**config.mk**
```make
export PLATFORM = sky130hd
export DESIGN_NAME = cube_face_texel_address_core
export DESIGN_NICKNAME = d
export VERILOG_FILES = /design/src/cfta_pkg.sv /design/src/cube_face_texel_address_core.sv
export SDC_FILE = /design/constraint.sdc
export NUM_CORES = 2
export LEC_CHECK = 0
export BUFFER_PORTS_ARGS = -buffer_cell sky130_fd_sc_hd__buf_2
export CAP_MARGIN = 20
export CORE_ASPECT_RATIO = 0.8
export CORE_MARGIN = 8
export CORE_UTILIZATION = 40
export DETAILED_ROUTE_END_ITERATION = 16
export PLACE_DENSITY = 0.52
export SLEW_MARGIN = 5
export SYNTH_ARGS = -nofsm -noshare
export SYNTH_HDL_FRONTEND = slang
export SYNTH_SLANG_ARGS = --single-unit
```
**constraint.sdc**
```tcl
create_clock -name clk -period 24 [get_ports clk]
set_clock_uncertainty 0.05 [all_clocks]
set_input_delay 3.6 -clock clk [delete_from_list [all_inputs] [get_ports clk]]
set_output_delay 3.6 -clock clk [all_outputs]
set_load 0.01 [all_outputs]
```
**src/cfta_pkg.sv**
```systemverilog
// Shared constants and stage types for the cube face texel address pipeline.
package cfta_pkg;

  localparam int MAX_RES_LOG2 = 10;
  localparam int RL_W         = 4;
  localparam int DIR_W        = 16;
  localparam int MAG_W        = DIR_W + 1;
  localparam int DEN_W        = MAG_W + 1;
  localparam int REM_W        = DEN_W + 1;
  localparam int FRAC_BITS    = MAX_RES_LOG2;
  localparam int Q_W          = FRAC_BITS + 1;
  localparam int DIV_STEPS    = FRAC_BITS + 1;
  localparam int STEPS_PER_STG = 2;
  localparam int DIV_STAGES   = (DIV_STEPS + STEPS_PER_STG - 1) / STEPS_PER_STG;
  localparam int NSTG         = DIV_STAGES + 4;
  localparam int TEX_W        = 10;
  localparam int IDX_W        = 23;

  typedef enum logic [2:0] {
    FACE_POS_X = 3'd0,
    FACE_NEG_X = 3'd1,
    FACE_POS_Y = 3'd2,
    FACE_NEG_Y = 3'd3,
    FACE_POS_Z = 3'd4,
    FACE_NEG_Z = 3'd5
  } face_t;

  typedef struct packed {
    logic signed [DIR_W-1:0] dx;
    logic signed [DIR_W-1:0] dy;
    logic signed [DIR_W-1:0] dz;
    logic [MAG_W-1:0]        ax;
    logic [MAG_W-1:0]        ay;
    logic [MAG_W-1:0]        az;
    logic [RL_W-1:0]         mip_used;
    logic [RL_W-1:0]         k;
  } abs_stage_t;

  typedef struct packed {
    face_t             face;
    logic              zero;
    logic [RL_W-1:0]   mip_used;
    logic [RL_W-1:0]   k;
    logic [DEN_W-1:0]  den;
    logic [REM_W-1:0]  rx;
    logic [REM_W-1:0]  ry;
    logic [Q_W-1:0]    qx;
    logic [Q_W-1:0]    qy;
  } div_stage_t;

  typedef struct packed {
    face_t             face;
    logic [RL_W-1:0]   mip_used;
    logic [RL_W-1:0]   k;
    logic [TEX_W-1:0]  tx;
    logic [TEX_W-1:0]  ty;
  } tex_stage_t;

endpackage

```
**src/cube_face_texel_address_core.sv**
```systemverilog
// Cube map face selection and texel addressing, fully pipelined.
//
// Usage:
//   Input words (dir_x, dir_y, dir_z, mip_level) enter on in_valid/in_ready,
//   result words (face, texel_x, texel_y, mip_used, texel_index) leave on
//   out_valid/out_ready. cfg_we writes cfg_res_log2 into the face size
//   register (log2 of base texels per side, saturated at 10); write it only
//   while no words are in flight.
// Timing:
//   Ten register stages: abs/mip clamp, face select, six divider stages of
//   up to two restoring quotient bits each, shift/clamp, index/output register.
//   Throughput is one word per cycle while out_ready is high; a stage that
//   holds a word advances only when the next stage moves.
// Reset:
//   rst clears all stage valid bits and sets the size register to 7.
// Stall:
//   When out_ready is low the output holds; earlier stages keep filling any
//   empty slots, and in_ready drops only once every stage holds a word.
module cube_face_texel_address_core (
  input  logic                               clk,
  input  logic                               rst,
  input  logic                               cfg_we,
  input  logic [cfta_pkg::RL_W-1:0]          cfg_res_log2,
  input  logic                               in_valid,
  output logic                               in_ready,
  input  logic signed [cfta_pkg::DIR_W-1:0]  dir_x,
  input  logic signed [cfta_pkg::DIR_W-1:0]  dir_y,
  input  logic signed [cfta_pkg::DIR_W-1:0]  dir_z,
  input  logic [cfta_pkg::RL_W-1:0]          mip_level,
  output logic                               out_valid,
  input  logic                               out_ready,
  output logic [2:0]                         face,
  output logic [cfta_pkg::TEX_W-1:0]         texel_x,
  output logic [cfta_pkg::TEX_W-1:0]         texel_y,
  output logic [cfta_pkg::RL_W-1:0]          mip_used,
  output logic [cfta_pkg::IDX_W-1:0]         texel_index
);

  localparam int NSTG = cfta_pkg::NSTG;
  localparam int ND   = cfta_pkg::DIV_STAGES;
  localparam int MAGW = cfta_pkg::MAG_W;
  localparam int DENW = cfta_pkg::DEN_W;
  localparam int REMW = cfta_pkg::REM_W;
  localparam int QW   = cfta_pkg::Q_W;
  localparam int TW   = cfta_pkg::TEX_W;
  localparam int IW   = cfta_pkg::IDX_W;
  localparam int RW   = cfta_pkg::RL_W;

  logic [RW-1:0] res_log2;
  logic [RW-1:0] rl;
  logic [NSTG-1:0] v;
  logic [NSTG-1:0] rdy;

  cfta_pkg::abs_stage_t abs_st, abs_next;
  cfta_pkg::div_stage_t dv [0:ND];
  cfta_pkg::div_stage_t sel_next;
  cfta_pkg::div_stage_t dv_next [1:ND];
  cfta_pkg::tex_stage_t tex_st, tex_next;
  logic [IW-1:0] idx_next;

  // one restoring step: {quotient bit, shifted remainder}
  function automatic logic [REMW:0] div_step(input logic [REMW-1:0] r,
                                             input logic [DENW-1:0] d);
    logic [REMW-1:0] dd;
    logic            b;
    logic [REMW-1:0] rr;
    dd = REMW'(d);
    b  = (r >= dd);
    rr = b ? (r - dd) : r;
    return {b, rr[REMW-2:0], 1'b0};
  endfunction

  always_ff @(posedge clk) begin
    if (rst) begin
      res_log2 <= RW'(7);
    end else if (cfg_we) begin
      res_log2 <= cfg_res_log2;
    end
  end

  assign rl = (res_log2 > RW'(cfta_pkg::MAX_RES_LOG2)) ? RW'(cfta_pkg::MAX_RES_LOG2)
                                                       : res_log2;

  // backpressure: a stage moves when it is empty or the next one moves
  always_comb begin
    rdy[NSTG-1] = !v[NSTG-1] || out_ready;
    for (int i = NSTG - 2; i >= 0; i--) begin
      rdy[i] = !v[i] || rdy[i+1];
    end
  end
  assign in_ready = rdy[0];

  always_ff @(posedge clk) begin
    if (rst) begin
      v <= '0;
    end else begin
      if (rdy[0]) begin
        v[0] <= in_valid;
      end
      for (int i = 1; i < NSTG; i++) begin
        if (rdy[i]) begin
          v[i] <= v[i-1];
        end
      end
    end
  end

  // stage 0: magnitudes and mip clamp
  always_comb begin
    logic signed [MAGW-1:0] ex, ey, ez;
    logic [RW-1:0]          mu;
    ex = MAGW'(dir_x);
    ey = MAGW'(dir_y);
    ez = MAGW'(dir_z);
    mu = (mip_level < rl) ? mip_level : rl;
    abs_next.dx       = dir_x;
    abs_next.dy       = dir_y;
    abs_next.dz       = dir_z;
    abs_next.ax       = ex[MAGW-1] ? MAGW'(-ex) : MAGW'(ex);
    abs_next.ay       = ey[MAGW-1] ? MAGW'(-ey) : MAGW'(ey);
    abs_next.az       = ez[MAGW-1] ? MAGW'(-ez) : MAGW'(ez);
    abs_next.mip_used = mu;
    abs_next.k        = rl - mu;
  end

  // stage 1: major axis, face, numerators and denominator
  always_comb begin
    logic signed [DENW-1:0] sx, sy, sz, sc, tc, mas, nx, ny;
    logic [MAGW-1:0]        ma;
    logic                   sel_x, sel_y;
    cfta_pkg::face_t        f;
    sx = DENW'(abs_st.dx);
    sy = DENW'(abs_st.dy);
    sz = DENW'(abs_st.dz);
    sel_x = (abs_st.ax >= abs_st.ay) && (abs_st.ax >= abs_st.az);
    sel_y = !sel_x && (abs_st.ay >= abs_st.az);
    if (sel_x) begin
      ma = abs_st.ax;
      tc = -sy;
      if (!abs_st.dx[cfta_pkg::DIR_W-1]) begin
        f  = cfta_pkg::FACE_POS_X;
        sc = -sz;
      end else begin
        f  = cfta_pkg::FACE_NEG_X;
        sc = sz;
      end
    end else if (sel_y) begin
      ma = abs_st.ay;
      sc = sx;
      if (!abs_st.dy[cfta_pkg::DIR_W-1]) begin
        f  = cfta_pkg::FACE_POS_Y;
        tc = sz;
      end else begin
        f  = cfta_pkg::FACE_NEG_Y;
        tc = -sz;
      end
    end else begin
      ma = abs_st.az;
      tc = -sy;
      if (!abs_st.dz[cfta_pkg::DIR_W-1]) begin
        f  = cfta_pkg::FACE_POS_Z;
        sc = sx;
      end else begin
        f  = cfta_pkg::FACE_NEG_Z;
        sc = -sx;
      end
    end
    mas = DENW'(ma);
    nx  = mas + sc;
    ny  = mas + tc;
    sel_next.face     = f;
    sel_next.zero     = (ma == '0);
    sel_next.mip_used = abs_st.mip_used;
    sel_next.k        = abs_st.k;
    sel_next.den      = {ma, 1'b0};
    sel_next.rx       = REMW'(unsigned'(nx));
    sel_next.ry       = REMW'(unsigned'(ny));
    sel_next.qx       = '0;
    sel_next.qy       = '0;
  end

  // divider stages: fraction of num / (2 * ma), MSB first
  always_comb begin
    logic [REMW:0] sx, sy;
    for (int s = 1; s <= ND; s++) begin
      dv_next[s] = dv[s-1];
      for (int j = 0; j < cfta_pkg::STEPS_PER_STG; j++) begin
        if ((s - 1) * cfta_pkg::STEPS_PER_STG + j < cfta_pkg::DIV_STEPS) begin
          sx = div_step(dv_next[s].rx, dv_next[s].den);
          sy = div_step(dv_next[s].ry, dv_next[s].den);
          dv_next[s].rx = sx[REMW-1:0];
          dv_next[s].ry = sy[REMW-1:0];
          dv_next[s].qx = {dv_next[s].qx[QW-2:0], sx[REMW]};
          dv_next[s].qy = {dv_next[s].qy[QW-2:0], sy[REMW]};
        end
      end
    end
  end

  // scale to the mip's resolution, clamp the far edge; a zero vector maps to +X texel (0, 0)
  always_comb begin
    logic [RW-1:0] sh;
    logic [QW-1:0] res, tx, ty;
    sh  = RW'(cfta_pkg::FRAC_BITS) - dv[ND].k;
    res = QW'(1) << dv[ND].k;
    tx  = dv[ND].qx >> sh;
    ty  = dv[ND].qy >> sh;
    if (tx == res) tx = res - QW'(1);
    if (ty == res) ty = res - QW'(1);
    tex_next.mip_used = dv[ND].mip_used;
    tex_next.k        = dv[ND].k;
    if (dv[ND].zero) begin
      tex_next.face = cfta_pkg::FACE_POS_X;
      tex_next.tx   = '0;
      tex_next.ty   = '0;
    end else begin
      tex_next.face = dv[ND].face;
      tex_next.tx   = tx[TW-1:0];
      tex_next.ty   = ty[TW-1:0];
    end
  end

  // tx, ty < res, so the index is a concatenation by shifts
  assign idx_next = (IW'(tex_st.face) << {tex_st.k, 1'b0})
                  | (IW'(tex_st.ty) << tex_st.k)
                  | IW'(tex_st.tx);

  always_ff @(posedge clk) begin
    if (rdy[0]) begin
      abs_st <= abs_next;
    end
    if (rdy[1]) begin
      dv[0] <= sel_next;
    end
    for (int s = 1; s <= ND; s++) begin
      if (rdy[s+1]) begin
        dv[s] <= dv_next[s];
      end
    end
    if (rdy[NSTG-2]) begin
      tex_st <= tex_next;
    end
    if (rdy[NSTG-1]) begin
      face        <= tex_st.face;
      texel_x     <= tex_st.tx;
      texel_y     <= tex_st.ty;
      mip_used    <= tex_st.mip_used;
      texel_index <= idx_next;
    end
  end

  assign out_valid = v[NSTG-1];

`ifndef SYNTHESIS
  a_stall_full: assert property (@(posedge clk) disable iff (rst)
    !in_ready |-> (&v))
    else $error("input stalled with an empty stage");

  a_face_range: assert property (@(posedge clk) disable iff (rst)
    out_valid |-> (face <= cfta_pkg::FACE_NEG_Z) && (mip_used <= rl))
    else $error("face or mip out of range");

  a_texel_bound: assert property (@(posedge clk) disable iff (rst)
    out_valid |-> ((texel_x >> (rl - mip_used)) == '0)
                  && ((texel_y >> (rl - mip_used)) == '0))
    else $error("texel beyond mip resolution");
`endif

endmodule
```
Yosys cells after proc, flatten, opt, wreduce, memory -nomap -nowiden
Memory sizes are Yosys's and may differ from the RTL's.
Index checks and enable logic that the tools add are counted.

storage, ports and cells
  flip-flop bits (word level) = 202
  output and inout bits = 52
  input bits = 61
  logic and storage cells = 183
  memories = 1
  bits in writable memories = 630

memories
  memory  depth  bits a word  rd ports  clocked after memory_dff  wr ports  line                                RTL
  dv      7      90           7         0                         7         cube_face_texel_address_core.sv:55  cfta_pkg::div_stage_t dv [0:ND];

cells by class
  $add $sub $neg = 33
  shifts and indexed selects = 5
  order comparisons = 27
  eq/ne operators = 2
  mux-type cells = 57
  bitwise logic cells = 2
  reductions and logical operators = 24

operators by type and width
  operator               number
  $mux 18                29
  $ge 19x18->1           22
  $sub 18x18->18         22
  $neg 16->18            3
  $ge 17x17->1           3
  $neg 16->17            3
  $mux 15                3
  $add 18x18->18         2
  $mux 17                2
  $or 23x10->23          1
  $or 23x23->23          1
  $shl 10x4->23          1
  $shl 3x5->23           1
  $eq 11x11->1           2
  $shr 11x4->11          2
  $mux 10                2
  $logic_not 17->1       1
  $mux 1                 17
  $logic_not 1->1        11
  $shl 1x4->11 const A   1
  $logic_or 1x1->1       10
  $sub 10x1->10 const B  1
  $mux 4                 2
  $mux 3                 2
  5 further kinds        6

Logic depth before layout (Yosys ltp)
  depth after elaboration = 12
  gate-level depth with buffers = 25
  gate-level depth less buffers = 22

Least setup slack after synthesis
Ideal clock, no wire load.

  path type = input to output
  from = input port out_ready
  to = output port in_ready
  setup slack = 10.360 ns
  path buffers = 0
  data required time = 20.350 ns
  cell stages on the path = 6
  arrival time = 9.990 ns
  cell sequence = nor2b_1 and3_1 and2_1 nand3_1 nor2_1 nand4_1

between the ends
  cells in the longest elaborated chain, start to end = 10

RTL lines
  item                           line                                RTL
  from (decl)                    cube_face_texel_address_core.sv:31  input logic out_ready,
  $logic_or 1x1->1               cube_face_texel_address_core.sv:86  rdy[NSTG-1] = !v[NSTG-1] || out_ready;
  $logic_or 1x1->1 (5 in a row)  cube_face_texel_address_core.sv:88  rdy[i] = !v[i] || rdy[i+1];
  named net rdy[4]               cube_face_texel_address_core.sv:52  logic [NSTG-1:0] rdy;
  $logic_or 1x1->1 (4 in a row)  cube_face_texel_address_core.sv:88
  to (decl)                      cube_face_texel_address_core.sv:25  output logic in_ready,

The timed path passes the listed nets, and every way through them passes these cells.

Final worst setup path
Ends and elaborated chain as after synthesis.

==> impl_metrics.xml <==
<?xml version="1.0" encoding="UTF-8"?>
<metrics>
  <group name="outcome">
    <metric name="result_of_the_run" unit="">complete, no violations</metric>
  </group>
  <group name="routing">
    <metric name="post_drt_via_cell_ratio" unit="">5.65</metric>
    <metric name="drc" unit="">0</metric>
    <metric name="routed_wire_length_per_instance" unit="microns">22.7</metric>
    <metric name="routed_wl" unit="microns">147000</metric>
    <metric name="vias_after_detailed_routing" unit="">36700</metric>
    <metric name="total_iterations_of_the_first_detailed_routing_run" unit="">6</metric>
    <metric name="detail-route-antenna-nets" unit="">0</metric>
    <metric name="drtIter0Drc" unit="">3020</metric>
  </group>
  <group name="floorplan">
    <metric name="die-width" unit="microns">407</metric>
    <metric name="initial_core_util" unit="">0.404</metric>
    <metric name="std_cell_rows" unit="">114</metric>
    <metric name="floorplan.core_area" unit="sq um">121000</metric>
    <metric name="number_of_i_o_pins" unit="">113</metric>
    <metric name="fp.dieArea" unit="sq um">134000</metric>
    <metric name="floorplan.die.height" unit="microns">329</metric>
  </group>
  <group name="grt">
    <metric name="antenna_found_initial" unit="">5</metric>
    <metric name="grt_total_ovfl" unit="">0</metric>
    <metric name="via_count_of_the_first_global_routing_pass" unit="">33900</metric>
    <metric name="largest_net_degree_at_the_start_of_global_routing" unit="">80</metric>
    <metric name="globalRouteTotalUtil" unit="">0.213</metric>
    <metric name="grt_first_pass_wirelength" unit="microns">218000</metric>
  </group>
  <group name="placed_design">
    <metric name="dp_hpwl" unit="microns">116000</metric>
    <metric name="place.port_buffers" unit="">112</metric>
    <metric name="detailed_place.area" unit="sq um">51300</metric>
    <metric name="gp_routability_congestion" unit="">0.901</metric>
    <metric name="preCtsSetupSlack" unit="ns">14.20</metric>
  </group>
  <group name="cts">
    <metric name="clockRootBuffer" unit="">clkbuf_16</metric>
    <metric name="cts_buffers" unit="">76</metric>
    <metric name="clkTransAtPathRegs" unit="ns">0.06</metric>
    <metric name="post_cts.repair.setup_buffers" unit="">0</metric>
    <metric name="cts_buffer_depth" unit="">3</metric>
    <metric name="cts_htree_levels" unit="">3</metric>
    <metric name="cts_tree" unit="">done</metric>
    <metric name="cts-resized-gates" unit="">0</metric>
    <metric name="clk-insertion-delay-late" unit="ns">0.67</metric>
    <metric name="cts_num_sinks" unit="">673</metric>
    <metric name="cts_hold_buf" unit="">0</metric>
  </group>
  <group name="layout">
    <metric name="layout.filler_cells" unit="">11400</metric>
    <metric name="multiInputGateArea" unit="sq um">27300</metric>
    <metric name="top_library_cells_by_usage_in_the_layout_fill_and_taps_aside" unit="">659 x edfxtp_1, 469 x ha_1, 356 x nor2_1, 314 x a21oi_1, 283 x inv_1</metric>
    <metric name="mostFrequentLayoutCell" unit="">edfxtp_1</metric>
    <metric name="post_route_cells_drive_above_1_share" unit="">0.121</metric>
    <metric name="syn_to_final_growth" unit="%">10.2</metric>
    <metric name="utilization_of_the_core_after_routing" unit="">0.445</metric>
    <metric name="design_area" unit="sq um">53900</metric>
    <metric name="finalNetCount" unit="">5357</metric>
    <metric name="area.sequential" unit="sq um">20100</metric>
  </group>
  <group name="timing">
    <metric name="setup_ws" unit="ns">14.19</metric>
    <metric name="unrepaired_setup_endpoints_after_global_routing" unit="">no</metric>
    <metric name="final.setup.tns" unit="ns">0</metric>
    <metric name="min_period_over_period" unit="">0.409</metric>
    <metric name="maxClockFrequency" unit="MHz">102</metric>
    <metric name="setup-violations-final" unit="">0</metric>
    <metric name="drv_slew" unit="">0</metric>
    <metric name="final-hold-violation-count" unit="">0</metric>
    <metric name="min_period" unit="ns">9.81</metric>
    <metric name="worst_pin_slew" unit="ns">1.16</metric>
    <metric name="maxSlewHeadroom" unit="">0.217</metric>
  </group>
  <group name="worst_hold_path">
    <metric name="hold_path_class" unit="">flop to flop</metric>
    <metric name="worstHoldPathCells" unit="">0</metric>
    <metric name="holdCritStartpoint" unit="">dv[5][78]</metric>
    <metric name="min_delay_worst_endpoint" unit="">dv[6][78]</metric>
  </group>
  <group name="logic_synthesis">
    <metric name="async_flop_share" unit="">0</metric>
    <metric name="average_instance_area_after_synthesis" unit="sq um">10.4</metric>
    <metric name="yosysUniqueCellTypes" unit="">108</metric>
    <metric name="seq_area_frac_synth" unit="">0.410</metric>
    <metric name="synthesis_warning_total" unit="">0</metric>
    <metric name="netlist_instances" unit="">4709</metric>
    <metric name="mappedNetlistArea" unit="sq um">48900</metric>
    <metric name="number_of_enable_flip_flop_cells_after_synthesis" unit="">659</metric>
    <metric name="yosys_most_used_dff" unit="">edfxtp_1</metric>
    <metric name="yosys_register_bits" unit="">673</metric>
  </group>
  <group name="critical_path">
    <metric name="crit_path_max_fanout" unit="">39</metric>
    <metric name="timing.rr.start" unit="">dv[3][61]</metric>
    <metric name="critPathRequiredTime" unit="ns">20.35</metric>
    <metric name="worstSetupPathType" unit="">primary input to output port</metric>
    <metric name="r2r_slack" unit="ns">16.61</metric>
    <metric name="critPathArrivalTime" unit="ns">6.16</metric>
    <metric name="count_of_cells_along_the_worst_register_to_register_path" unit="">20</metric>
    <metric name="worst_setup_path_end_kind" unit="">output port</metric>
    <metric name="crit-reg2reg-capture" unit="">dv[4][55]</metric>
    <metric name="critPathLaunchType" unit="">primary input</metric>
  </group>
  <group name="job">
    <metric name="max-cap-violations" unit="">0</metric>
  </group>
</metrics>
==> worst max-delay path, cell delays in order <==
cell and delay, ns:
buf_2 0.11, nor2b_1 0.33, and3_1 0.28, and2_1 0.37, nand3_4 0.21, nor2_1 0.50, nand4_1 0.16, buf_4 0.31
buf_2 0.23
==> cell families after synthesis <==
logic type / Yosys count / share of synthesized area
compound gates: 1210 / 0.163
xor+xnor: 381 / 0.0687
fa+ha+maj: 484 / 0.126
buf+inv: 411 / 0.0336
flops: 673 / 0.410
mux: 306 / 0.0723
other cells: 1 / 0.0000766
simple gates: 1243 / 0.126
==> synth_stat cells (all sizes together) (13+ instances only) <==
library cell	instances	area (sq um)
a22oi	21	158
nand2b	68	425
o31ai	47	367
or3	28	175
a211o	20	175
a21o	118	886
a211oi	32	245
o21bai	45	338
mux2	217	2470
fa	15	300
a21boi	21	158
dfxtp	14	280
edfxtp	659	19800
nand3b	16	120
nor4	28	205
o41ai	14	123
a31oi	53	332
nand2	274	1030
xor2	121	1070
nand3	95	480
buf	44	265
or2	26	163
a31o	17	149
o21a	66	495
nor3	115	581
mux4	13	293
or4	15	120
and3	29	181
o211ai	31	243
a21oi	317	1590
ha	469	5870
and2	24	150
nor2b	72	450
nand4	48	300
mux2i	76	777
xnor2	260	2290
clkbuf	78	293
o21ai	260	1310
a2111oi	19	238
inv	288	1080
a311oi	17	155
nor2	362	1390
==> layer usage <==
layer  global-route usage  routed length, microns  up-vias
met2                0.309                   60900     1005
met4               0.0446                    2900        2
met5                    0                      11        -
met1                0.335                   75000    17700
met3               0.0297                    8550      138
li1                     -                       -    17900
==> worst max path at each step <==
stage	end	start	slack, ns	depth (start not counted)
after floorplan	in_ready	out_ready	10.36	6
after global placement	in_ready	out_ready	14.19	9
after detailed placement	in_ready	out_ready	14.20	9
after CTS	in_ready	out_ready	14.19	9
after global routing	in_ready	out_ready	13.97	9
final	in_ready	out_ready	14.19	9
==> registers in the layout, summed over array words and instances, names as in the netlist <==
name	flops
texel_x	10
tex_st	31
texel_index	23
res_log2	4
mip_used	4
dv	474
v	10
face	3
abs_st	104
texel_y	10
==> metrics by stage <==
stage	instances	hold slack, ns
after floorplan	4711	0.350
after global placement	6353	0.351
after detailed placement	6357	0.355
after CTS	6494	0.351
after global routing	6495	0.362
final	6496	0.352
==> area by class of cell <==
cell class	instances	share of cell area
clock buffer	86	0.0364
inverter	289	0.0201
timing repair buffer	145	0.0155
sequential	673	0.372
tap	1624	0.0377
clock inverter	51	0.0113
antenna	1	0.0000464
multi-input combinational	3627	0.507
Power is left out: the tool's default activity adds up to more than one toggle a clock period on the data nets, which glitch-free logic cannot reach.
